### config.mk
export PLATFORM = sky130hd
export DESIGN_NAME = reply_line_tokenizer_core
export DESIGN_NICKNAME = d
export VERILOG_FILES = /design/src/rtl/core/rlt_pkg.sv /design/src/rtl/core/reply_line_tokenizer_core.sv
export SDC_FILE = /design/constraint.sdc
export NUM_CORES = 1
export LEC_CHECK = 0
export BUFFER_PORTS_ARGS = -buffer_cell sky130_fd_sc_hd__buf_2
export CAP_MARGIN = 10
export CORE_MARGIN = 3
export CORE_UTILIZATION = 45
export CTS_BUF_LIST = sky130_fd_sc_hd__clkbuf_8
export CTS_CLUSTER_SIZE = 30
export DETAILED_ROUTE_END_ITERATION = 8
export HOLD_SLACK_MARGIN = 0.03
export PLACE_DENSITY = 0.68
export SLEW_MARGIN = 5
export SYNTH_ARGS = -nofsm -noshare
export SYNTH_HDL_FRONTEND = slang
export SYNTH_SLANG_ARGS = --single-unit
### constraint.sdc
create_clock -name clock -period 13.6 [get_ports clock]
set_clock_uncertainty 0.05 [all_clocks]
set_input_delay 0.68 -clock clock [delete_from_list [all_inputs] [get_ports clock]]
set_output_delay 0.68 -clock clock [all_outputs]
set_load 0.01 [all_outputs]
### src/rtl/core/rlt_pkg.sv
// Package for the reply line tokenizer core.
// Holds character codes, field widths and the result record type.
// Depends on nothing; imported by reply_line_tokenizer_core.
`timescale 1ns / 1ps

package rlt_pkg;

   // Default capacity of one element, in characters (legal range 1 to 8).
   localparam int MAX_CHARS_DEF = 8;

   // Fixed field widths of the channels.
   localparam int CHAR_W = 8;
   localparam int LEN_W  = 4;
   localparam int SLOTS  = 8;
   localparam int ELEM_W = CHAR_W * SLOTS;

   // Character codes that steer the parser.
   localparam logic [CHAR_W-1:0] CH_CR    = 8'h0D;
   localparam logic [CHAR_W-1:0] CH_LF    = 8'h0A;
   localparam logic [CHAR_W-1:0] CH_HASH  = 8'h23;
   localparam logic [CHAR_W-1:0] CH_QUERY = 8'h3F;
   localparam logic [CHAR_W-1:0] CH_SPACE = 8'h20;
   localparam logic [CHAR_W-1:0] CH_COMMA = 8'h2C;
   localparam logic [CHAR_W-1:0] CH_DOT   = 8'h2E;
   localparam logic [CHAR_W-1:0] CH_DASH  = 8'h2D;
   localparam logic [CHAR_W-1:0] CH_ZERO  = 8'h30;
   localparam logic [CHAR_W-1:0] CH_NINE  = 8'h39;

   // One finished line: both elements, zero padded, with their lengths.
   typedef struct packed {
      logic [ELEM_W-1:0] first_chars;
      logic [LEN_W-1:0]  first_len;
      logic [ELEM_W-1:0] second_chars;
      logic [LEN_W-1:0]  second_len;
   } rlt_rsp_type;

endpackage

### src/rtl/core/reply_line_tokenizer_core.sv
// Reply line tokenizer core: splits a received text line into two elements.
// Depends on rlt_pkg for character codes, widths and the result record.
`timescale 1ns / 1ps

// The core takes one received byte per transfer and returns one result per
// completed line whose first element is not empty. The parser state is
// updated in the cycle the byte is accepted, and a line result is registered
// before it reaches the rsp_ port. A byte is accepted in every cycle while
// req_stall is low; a two-deep output buffer (result register plus skid
// register) lets input keep flowing while a result waits, and req_stall rises
// only when both are full. Up to MAX_CHARS characters are held per element;
// a longer element, a comma in the wrong place or a '#' makes the core ignore
// the rest of the line. A '?' skips bytes up to the next space.
module reply_line_tokenizer_core
   import rlt_pkg::*;
#(
   parameter int MAX_CHARS = MAX_CHARS_DEF
) (
   input  logic              clock,
   input  logic              reset,
   input  logic              req_valid,
   output logic              req_stall,
   input  logic [CHAR_W-1:0] req_rx_byte,
   output logic              rsp_valid,
   input  logic              rsp_stall,
   output logic [ELEM_W-1:0] rsp_first_chars,
   output logic [LEN_W-1:0]  rsp_first_len,
   output logic [ELEM_W-1:0] rsp_second_chars,
   output logic [LEN_W-1:0]  rsp_second_len
);

   // Parser state.
   logic              skip_ff, skip_in;
   logic              await_ff, await_in;
   logic              sel_ff, sel_in;
   logic [LEN_W-1:0]  count_ff [2];
   logic [LEN_W-1:0]  count_in [2];
   logic [CHAR_W-1:0] store_ff [2][MAX_CHARS];
   logic [CHAR_W-1:0] store_in [2][MAX_CHARS];

   // Output buffer.
   logic              out_valid_ff, out_valid_in;
   rlt_rsp_type       out_ff, out_in;
   logic              skid_valid_ff, skid_valid_in;
   rlt_rsp_type       skid_ff, skid_in;

   logic              req_fire;
   logic              produce;
   logic              wipe;
   logic [LEN_W-1:0]  cur_len;
   logic              is_num;
   rlt_rsp_type       line_rsp;

   assign req_stall = skid_valid_ff;
   assign req_fire  = req_valid && !req_stall;
   assign is_num    = req_rx_byte inside {[CH_ZERO:CH_NINE], CH_DOT, CH_DASH};
   assign cur_len   = count_ff[sel_ff];

   // Pack both elements, first character in the low byte, zero padded.
   for (genvar i = 0; i < SLOTS; i++) begin : g_pack
      if (i < MAX_CHARS) begin : g_used
         assign line_rsp.first_chars[i*CHAR_W +: CHAR_W]  = store_ff[0][i];
         assign line_rsp.second_chars[i*CHAR_W +: CHAR_W] = store_ff[1][i];
      end else begin : g_pad
         assign line_rsp.first_chars[i*CHAR_W +: CHAR_W]  = '0;
         assign line_rsp.second_chars[i*CHAR_W +: CHAR_W] = '0;
      end
   end
   assign line_rsp.first_len  = count_ff[0];
   assign line_rsp.second_len = count_ff[1];

   // Per-byte parser update, in order of priority.
   always_comb begin
      skip_in  = skip_ff;
      await_in = await_ff;
      sel_in   = sel_ff;
      count_in = count_ff;
      store_in = store_ff;
      wipe     = 1'b0;
      produce  = 1'b0;
      if (req_fire) begin
         if (req_rx_byte == CH_CR || req_rx_byte == CH_LF) begin
            produce  = (count_ff[0] != '0);
            wipe     = 1'b1;
            skip_in  = 1'b0;
            await_in = 1'b0;
         end else if (req_rx_byte == CH_HASH || skip_ff) begin
            skip_in = 1'b1;
         end else if (req_rx_byte == CH_QUERY) begin
            await_in = 1'b1;
         end else if (await_ff) begin
            if (req_rx_byte == CH_SPACE) begin
               await_in = 1'b0;
            end
         end else if (req_rx_byte == CH_COMMA) begin
            if (!sel_ff && count_ff[0] != '0) begin
               sel_in = 1'b1;
            end else begin
               wipe    = 1'b1;
               skip_in = 1'b1;
            end
         end else if (is_num) begin
            if (cur_len >= LEN_W'(MAX_CHARS)) begin
               wipe    = 1'b1;
               skip_in = 1'b1;
            end else begin
               for (int i = 0; i < MAX_CHARS; i++) begin
                  if (cur_len == LEN_W'(i)) begin
                     store_in[sel_ff][i] = req_rx_byte;
                  end
               end
               count_in[sel_ff] = cur_len + LEN_W'(1);
            end
         end
      end
      // Clearing the elements overrides any store above.
      if (wipe) begin
         sel_in = 1'b0;
         for (int e = 0; e < 2; e++) begin
            count_in[e] = '0;
            for (int i = 0; i < MAX_CHARS; i++) begin
               store_in[e][i] = '0;
            end
         end
      end
   end

   // Output buffer: the result register drains first, the skid register
   // catches a new line result while the result register is stalled.
   always_comb begin
      out_valid_in  = out_valid_ff;
      out_in        = out_ff;
      skid_valid_in = skid_valid_ff;
      skid_in       = skid_ff;
      if (!out_valid_ff || !rsp_stall) begin
         if (skid_valid_ff) begin
            out_valid_in  = 1'b1;
            out_in        = skid_ff;
            skid_valid_in = 1'b0;
         end else begin
            out_valid_in = produce;
            out_in       = line_rsp;
         end
      end else if (produce) begin
         skid_valid_in = 1'b1;
         skid_in       = line_rsp;
      end
   end

   // Control and parser state registers.
   always_ff @(posedge clock) begin
      if (reset) begin
         skip_ff       <= 1'b0;
         await_ff      <= 1'b0;
         sel_ff        <= 1'b0;
         out_valid_ff  <= 1'b0;
         skid_valid_ff <= 1'b0;
         for (int e = 0; e < 2; e++) begin
            count_ff[e] <= '0;
            for (int i = 0; i < MAX_CHARS; i++) begin
               store_ff[e][i] <= '0;
            end
         end
      end else begin
         skip_ff       <= skip_in;
         await_ff      <= await_in;
         sel_ff        <= sel_in;
         out_valid_ff  <= out_valid_in;
         skid_valid_ff <= skid_valid_in;
         count_ff      <= count_in;
         store_ff      <= store_in;
      end
   end

   // Result payload registers.
   always_ff @(posedge clock) begin
      out_ff  <= out_in;
      skid_ff <= skid_in;
   end

   assign rsp_valid        = out_valid_ff;
   assign rsp_first_chars  = out_ff.first_chars;
   assign rsp_first_len    = out_ff.first_len;
   assign rsp_second_chars = out_ff.second_chars;
   assign rsp_second_len   = out_ff.second_len;

endmodule
==> flow_metrics.tcl, run 1 <==
set metrics [dict create \
    status "complete, no violations" \
    port_buffers 149 \
    reg2reg_from "sel_ff$_SDFFE_PP0P_" \
    synth_top_area_frac 0.528 \
    clk_latency_ns 0.56 \
    drc 0 \
    synthFlopType "edfxtp_1" \
    maxCapViolCount 0 \
    rsz0062_at_grt "false" \
    setup_viol 0 \
    cts_sinks 413 \
    synthesis.nets 1103 \
    clk_pin_slew_ns 0.06 \
    rrSetupSlack_ns 10.13 \
    dp_cells 1622 \
    relSlewSlack 0.316 \
    netlist.top_cell.by_area "edfxtp_1" \
    vias_per_cell 5.36 \
    start_util 0.459 \
    synth_area_leaders "edfxtp_1 (53%), dfxtp_1 (18%), mux2_2 (10%)" \
    tns_ns 0 \
    synth_edf_count 272 \
    stdcell_count 1748 \
    period_needed_ns 3.91 \
    vias 9365 \
    r2r-end "line_rsp[49]$_SDFFE_PP0P_" \
    gp_congestion 0.804 \
    grt_pass1_wl_um 51500 \
    drtIter0Drc 761 \
    max-vdd-ir-drop_mv 0.0697 \
    cellPowerDensity_mw_per_mm2 131 \
    tritoncts "done" \
    post-route-period-util 0.287 \
    std_cell_rows 67 \
    cts_max_level 3 \
    end_kind "flip-flop" \
    n_fill_cell 2862 \
    min_to "req_stall$_SDFFE_PP0P_" \
    cts_made_buffers 66 \
    slew_viol_final 0 \
    ys_seq_elements 413 \
    grt_use_total 0.179 \
    hold_viol_final 0 \
    hp-start "reset" \
    synth_cell_types 54 \
    fmax_mhz 256 \
    clock_path_buffers 3 \
    cp-start-kind "primary input" \
    p_total_mw 2.33 \
    cts-root-buf "clkbuf_8" \
    first_pass_iters 5 \
    worst_pin_slew_ns 1.03 \
    dieArea_sq_mm 0.0366 \
    p_leak_nw 7.22 \
    drive_gt1_frac 0.309 \
    avgRoutedWirePerCell_um 18.7 \
    pin_count 150 \
    required_ns 13.72 \
    coreArea_sq_mm 0.0337 \
    syn_to_final_growth_pct 14.9 \
    grt_pass1_vias 9197 \
    yosysWarnings 0 \
    yosysMostFrequentCell "edfxtp_1" \
    synth-seq-area-share 0.710 \
    syn_avg_cell_area_sq_um 14.2 \
    place_hpwl_um 19500 \
    nets 1258 \
    die_h_um 191 \
    hold_buffers 0 \
    grt_max_degree 95 \
    holdPathStages 2 \
    wl_um 32700 \
    synth_common_cells "edfxtp_1 (272), dfxtp_1 (141), mux2_2 (137), a21oi_1 (113), o21ai_0 (96)" \
    cts_resized 0 \
    critPathKind "in -> reg" \
    hold_path_class "in -> reg" \
    cts_setup_buffers 0 \
    ant_nets 0 \
    antenna_found_initial 0 \
    synth_area_sq_mm 0.0155 \
    overflow 0 \
    reg2reg_depth 6 \
    critPathMaxFanout 72 \
    async_reset_ff_frac 0 \
    synthCells 1087 \
    crit_arrival_ns 4.02 \
    chipWidth_um 191 \
]
critical path, stage by stage:
cell and delay, ns:
buf_2 0.49, or4b_1 0.50, a211oi_2 0.41, nand3_1 0.20, nor2_4 0.11, buf_4 0.76, buf_4 0.81
worst max-delay path by stage:
| stage | end | startpoint | depth (start not counted) |
|---|---|---|---|
| floorplan | skid_ff[0]$_DFFE_PP_ | rsp_stall | 2 |
| global route | skid_ff[73]$_DFFE_PP_ | req_rx_byte[3] | 7 |
| CTS | skid_ff[106]$_DFFE_PP_ | req_rx_byte[3] | 7 |
| global placement | skid_ff[108]$_DFFE_PP_ | req_rx_byte[3] | 7 |
| finish | skid_ff[73]$_DFFE_PP_ | req_rx_byte[3] | 7 |
| detailed placement | skid_ff[96]$_DFFE_PP_ | req_rx_byte[3] | 7 |
stage by stage:
stage	hold slack (ns)	cell area (sq um)	utilization	setup slack, ns
2_1_floorplan	0.353	15500	-	2.77
3_3_place_gp	0.382	16500	0.491	9.14
4_1_cts	0.235	17800	0.527	9.72
6_report	0.275	17800	0.527	9.69
3_5_place_dp	0.385	16500	0.491	9.15
5_1_grt	0.252	17800	0.527	9.50
layout make-up:
| cell class | instances | area [sq um] | area share |
|---|---|---|---|
| diodes | 4 | 10.0 | 0.000563 |
| clock buffers | 74 | 1020 | 0.0573 |
| clock inverters | 48 | 215 | 0.0121 |
| inverters | 3 | 11.3 | 0.000634 |
| multi-input cells | 596 | 4120 | 0.232 |
| flip-flops and latches | 413 | 11000 | 0.619 |
| well taps | 448 | 561 | 0.0315 |
| repair buffers | 162 | 843 | 0.0474 |
metal layers:
metal | GRT usage | vias up | part of all wire
li1 | - | 4436 | -
met1 | 0.262 | 4576 | 0.46
met2 | 0.270 | 314 | 0.45
met3 | 0.0405 | 39 | 0.076
met4 | 0.0474 | 0 | 0.014
met5 | 0 | - | 0
layout by cell type, fill, tap and decap left out, drive strengths merged, types with 2 or more instances in the layout:
cell / Yosys / final
edfxtp: 272 / 272
buf: 27 / 162
dfxtp: 141 / 141
mux2: 137 / 137
a21oi: 114 / 114
o21ai: 97 / 97
nand3: 90 / 90
clkbuf: 48 / 74
inv: 3 / 40
and3: 32 / 32
nor2: 27 / 27
nand2: 21 / 21
a21o: 9 / 9
a21boi: 9 / 9
clkinv: 0 / 9
nor4b: 6 / 6
diode: 0 / 4
nor2b: 4 / 4
or3: 4 / 4
nor3b: 4 / 4
ha: 4 / 4
a31oi: 4 / 4
or4: 3 / 3
mux2i: 2 / 2
nand3b: 2 / 2
nand2b: 2 / 2
o211ai: 2 / 2
nand4: 2 / 2
and4: 2 / 2
nor3: 2 / 2
clkinvlp: 0 / 2
or3b: 2 / 2
a211oi: 2 / 2
sequential cells by signal, indices dropped and copies added (netlist names), 4 cells and up:
signal and flops:
rsp_first_chars 64, rsp_second_chars 64, rsp_first_len 4, line_rsp 128
rsp_second_len 4, skid_ff 136, count_ff 8
kinds of logic (layout without fill, tap and decap cells):
| logic type | after synthesis | in the layout | synth area share |
|---|---|---|---|
| buffers and inverters | 78 | 287 | 0.0259 |
| AO/OA/AOI/OAI | 243 | 243 | 0.0851 |
| multiplexers | 139 | 139 | 0.101 |
| AND/OR/NAND/NOR | 209 | 209 | 0.0739 |
| other | 0 | 4 | 0 |
| adder cells (fa/ha/maj) | 5 | 5 | 0.00388 |
| flip-flops | 413 | 413 | 0.710 |
power breakdown:
part | leakage [nW] | switching, mW | internal, mW | total [mW]
registers | 4.22 | 0.000388 | 1.32 | 1.32
logic | 2.24 | 0.0301 | 0.00653 | 0.0367
clock network | 0.758 | 0.466 | 0.503 | 0.969
total | 7.22 | 0.497 | 1.83 | 2.33
No activity file was read; power rests on OpenSTA's default activity.
==> run 2, diff against run 1 <==
--- a/config.mk
+++ b/config.mk
@@ -13,7 +13,7 @@
 export CTS_CLUSTER_SIZE = 30
 export DETAILED_ROUTE_END_ITERATION = 8
 export HOLD_SLACK_MARGIN = 0.03
-export PLACE_DENSITY = 0.68
+export PLACE_DENSITY = 0.71
 export SLEW_MARGIN = 5
 export SYNTH_ARGS = -nofsm -noshare
 export SYNTH_HDL_FRONTEND = slang
==> constraint.sdc (replaced) <==
create_clock -name clock -period 3.2 [get_ports clock]
set_clock_uncertainty 0.05 [all_clocks]
set_input_delay 0.16 -clock clock [delete_from_list [all_inputs] [get_ports clock]]
set_output_delay 0.16 -clock clock [all_outputs]
set_load 0.01 [all_outputs]
==> run 2 against run 1 <==
  * Clock-buffer cell count rose by 5
  * Routed wire length rose by 1.3%
  * Register-to-register slack got worse by 9.7 ns
  * Sequential share of layout area fell by 1.0 points
  * Hold slack got worse by 0.20 ns
  * Sequential power rose to 4.3 times the previous value
  * Sequential cell count did not move
  * Non-clock buffer count rose by 19
  * Setup slack got worse by 9.3 ns
  * Via count rose by 1.8%
  * Power rose to 4.3 times the previous value
  * Cell count rose by 1.1%
  * Critical path type is now reg -> reg
  * Largest cell class unchanged
  * Highest routed layer unchanged
==> flow_metrics.tcl, run 2 (same netlist as run 1, synthesis figures left out) <==
set metrics [dict create \
    first_pass_iters 6 \
    clk_latency_ns 0.56 \
    cts_setup_buffers 0 \
    relSlewSlack 0.445 \
    post-route-period-util 0.864 \
    setup_viol 0 \
    antenna_found_initial 0 \
    place_area_sq_mm 0.0167 \
    final_cell_mix "edfxtp_1 (272), buf_2 (149), dfxtp_1 (140)" \
    overflow 0 \
    reg2reg_from "sel_ff$_SDFFE_PP0P_" \
    post-place-ws_ns 0.443 \
    critPathLaunch "sel_ff$_SDFFE_PP0P_" \
    vias_per_cell 5.39 \
    maxCapViolCount 0 \
    cts_max_level 3 \
    drc 0 \
    wl_um 33100 \
    fmax_mhz 362 \
    max-vdd-ir-drop_mv 0.302 \
    port_buffers 149 \
    cts_made_buffers 66 \
    max_flop_register "skid_ff" \
    end_kind "flip-flop" \
    nets 1277 \
    status "complete, no violations" \
    std_cell_rows 67 \
    critPathKind "reg -> reg" \
    grt_pass1_wl_um 52100 \
    required_ns 3.60 \
    hp-start "req_rx_byte[1]" \
    largest_register_ff_count 136 \
    vias 9533 \
    postLayoutSetupSlackWorst_ns 0.435 \
    reg2reg_depth 7 \
    grt_use_total 0.180 \
    slew_viol_final 0 \
    avgRoutedWirePerCell_um 18.7 \
    pin_count 150 \
    critPathMaxFanout 13 \
    tritoncts "done" \
    tns_ns 0 \
    cellPowerDensity_mw_per_mm2 553 \
    clock_path_buffers 3 \
    cp-start-kind "flip-flop" \
    drtIter0Drc 796 \
    final_common_cell "edfxtp_1" \
    clk_pin_slew_ns 0.06 \
    cts_sinks 413 \
    grt_pass1_vias 9427 \
    coreArea_sq_mm 0.0337 \
    crit_arrival_ns 3.16 \
    worst_pin_slew_ns 0.833 \
    cts-root-buf "clkbuf_8" \
    gp_congestion 0.867 \
    start_util 0.459 \
    p_leak_nw 7.35 \
    dieArea_sq_mm 0.0366 \
    holdPathStages 3 \
    final_util 0.536 \
    die_h_um 191 \
    hold_viol_final 0 \
    grt_max_degree 139 \
    period_needed_ns 2.76 \
    design_area_sq_mm 0.0181 \
    place_hpwl_um 20500 \
    rsz0062_at_grt "false" \
    drive_gt1_frac 0.315 \
    ant_nets 0 \
    syn_to_final_growth_pct 16.7 \
    chipWidth_um 191 \
    hold_path_class "in -> reg" \
]
==> run 2: layer usage <==
| metal | GRT usage | up-vias | wire length [um] |
|---|---|---|---|
| met3 | 0.0317 | 58 | 2280 |
| li1 | - | 4484 | - |
| met5 | 0 | - | 0 |
| met4 | 0.0612 | 0 | 648 |
| met1 | 0.267 | 4658 | 15300 |
| met2 | 0.269 | 333 | 14900 |
==> run 2: path summary, 6_finish.rpt <==
path | endpoint | slack (ns)
min | line_rsp[13]$_SDFFE_PP0P_ | 0.08
min reg2reg | skid_ff[10]$_DFFE_PP_ | 0.40
max | line_rsp[58]$_SDFFE_PP0P_ | 0.44
max reg2reg | line_rsp[58]$_SDFFE_PP0P_ | 0.44
==> run 2: layout make-up <==
type	instances	area, sq um
Multi-Input combinational cell	596	4130
Clock inverter	42	169
Sequential cell	413	11000
Fill cell	2816	15600
Tap cell	448	561
Inverter	3	11.3
Timing Repair Buffer	181	1100
Antenna cell	6	15.0
Clock buffer	79	1090
==> run 2: critical path, stage by stage (launching register included) <==
cell and delay [ns]:
dfxtp_1 0.61, mux2_2 0.43, inv_1 0.09, ha_1 0.22, nand3_1 0.17, a21oi_1 0.70
nand2_1 0.18, and3_1 0.22
==> run 2: through the flow <==
step	power, mW	hold slack [ns]	std cells
floorplan	5.85	0.179	1087
global placement	5.90	0.346	1636
detailed placement	5.90	0.355	1636
CTS	10.1	0.0439	1762
global route	10.4	0.0780	1762
finish	9.98	0.0776	1768
==> run 2: power by group <==
group / total (mW) / internal (mW) / switching, mW
clock: 4.19 / 2.24 / 1.95
sequential: 5.62 / 5.62 / 0.00198
combinational: 0.177 / 0.0454 / 0.132
==> run 2: timing repair <==
item / CTS / global route
hold buffers: 5 / 0
resized for setup: 0 / 0
hold endpoints to repair: 18 / 0
==> run 3, diff against run 2 <==
==> constraint.sdc (replaced) <==
create_clock -name clock -period 2.3 [get_ports clock]
set_clock_uncertainty 0.05 [all_clocks]
set_input_delay 0.115 -clock clock [delete_from_list [all_inputs] [get_ports clock]]
set_output_delay 0.115 -clock clock [all_outputs]
set_load 0.01 [all_outputs]
==> run 3 against run 2 <==
  * Cell count rose by 1.8%
  * Global-route usage rose by 0.57 points
  * Sequential power rose by 39%
  * Clock power rose by 42%
  * Register-to-register slack got worse by 0.39 ns
  * Via count rose by 1.9%
  * Critical endpoint is now skid_ff[125]$_DFFE_PP_
  * Clock-buffer cell count fell by 6
==> flow_metrics.tcl, run 3 (same netlist as run 1, synthesis figures left out) <==
set metrics [dict create \
    cts_made_buffers 66 \
    gp_congestion 0.884 \
    final_common_cell "edfxtp_1" \
    tritoncts "done" \
    coreArea_sq_mm 0.0337 \
    dieArea_sq_mm 0.0366 \
    fmax_mhz 442 \
    worst_pin_slew_ns 0.782 \
    drtIter0Drc 862 \
    cts-root-buf "clkbuf_8" \
    post-route-period-util 0.984 \
    period_needed_ns 2.26 \
    avgRoutedWirePerCell_um 19.1 \
    grt_pass1_vias 9550 \
    cts_setup_buffers 0 \
    design_area_sq_mm 0.0185 \
    final_cell_mix "edfxtp_1 (272), buf_2 (149), dfxtp_1 (139)" \
    reg2reg_from "count_ff[4]$_SDFFE_PP0P_" \
    hold_path_class "in -> reg" \
    end_kind "flip-flop" \
    critPathMaxFanout 47 \
    place_area_sq_mm 0.0170 \
    drive_gt1_frac 0.340 \
    antenna_found_initial 1 \
    clock_path_buffers 3 \
    place_hpwl_um 21500 \
    status "complete, no violations" \
    std_cell_rows 67 \
    cts_max_level 3 \
    clk_latency_ns 0.59 \
    ant_nets 0 \
    grt_pass1_wl_um 53500 \
    overflow 0 \
    grt_max_degree 139 \
    cp-start-kind "primary input" \
    largest_register_ff_count 136 \
    required_ns 2.48 \
    vias 9714 \
    relSlewSlack 0.479 \
    crit_arrival_ns 2.45 \
    max-vdd-ir-drop_mv 0.397 \
    hold_viol_final 0 \
    critPathLaunch "req_rx_byte[7]" \
    cellPowerDensity_mw_per_mm2 760 \
    p_leak_nw 7.55 \
    setup_viol 0 \
    first_pass_iters 5 \
    start_util 0.459 \
    wl_um 34300 \
    pin_count 150 \
    port_buffers 149 \
    syn_to_final_growth_pct 19.7 \
    chipWidth_um 191 \
    max_flop_register "skid_ff" \
    nets 1315 \
    drc 0 \
    grt_use_total 0.186 \
    final_util 0.550 \
    cts_sinks 413 \
    critPathKind "in -> reg" \
    vias_per_cell 5.40 \
    hp-start "req_rx_byte[4]" \
    maxCapViolCount 0 \
    slew_viol_final 0 \
    die_h_um 191 \
    clk_pin_slew_ns 0.06 \
]
run 3: through the flow:
| stage | total power [mW] | std cells | setup TNS, ns | hold WS, ns | setup WS, ns |
|---|---|---|---|---|---|
| final | 14.1 | 1800 | 0 | 0.110 | 0.0366 |
| after CTS | 14.2 | 1798 | 0 | 0.0614 | 0.0283 |
| after detailed placement | 8.24 | 1667 | -0.164 | 0.264 | -0.0440 |
| after global routing | 14.6 | 1800 | -0.00487 | 0.0955 | -0.00487 |
| after floorplan | 8.14 | 1087 | -180.81 | 0.134 | -1.33 |
| after global placement | 8.24 | 1667 | 0 | 0.262 | 0.0566 |
run 3: what timing repair did:
item	in CTS	in global routing
endpoints found under the setup margin	8	117
cloned	0	1
hold buffers	11	0
endpoints found under the hold margin	97	0
resized for setup	3	20
run 3: power by group:
part | leakage [nW] | internal (mW) | switching [mW] | total, mW
logic | 2.60 | 0.0981 | 0.201 | 0.299
clock network | 0.734 | 3.17 | 2.79 | 5.96
registers | 4.22 | 7.82 | 0.00297 | 7.82
total | 7.55 | 11.1 | 2.99 | 14.1
run 3: cell type report:
type                            count  area (sq um)
Sequential cell                   413         11000
Antenna cell                        1          2.50
Timing Repair Buffer              219          1460
Tap cell                          448           561
Inverter                            3          11.3
Multi-Input combinational cell    596          4230
Fill cell                        2787         15200
Clock inverter                     47           263
Clock buffer                       73          1000
run 3: worst paths after layout:
kind                                      to  slack (ns)  cells past startpoint
setup / recovery      skid_ff[125]$_DFFE_PP_        0.04                      7
hold / removal           sel_ff$_SDFFE_PP0P_        0.11                      5
setup reg to reg  line_rsp[125]$_SDFFE_PP0P_        0.05                      6
hold reg to reg        skid_ff[34]$_DFFE_PP_        0.39                      0
run 3: worst max-delay path, cell delays in order:
cell,delay [ns]
dlygate4sd3_1,0.54
buf_2,0.15
or4b_1,0.50
a211oi_2,0.33
nand3_1,0.20
nor2_4,0.27
buf_12,0.28
run 3: routing by layer:
metal	global-route usage	vias to the layer above	wire (um)
met5	0	-	0
met4	0.0536	0	621
met3	0.0394	59	2150
met2	0.290	329	15900
met1	0.264	4767	15700
li1	-	4559	-
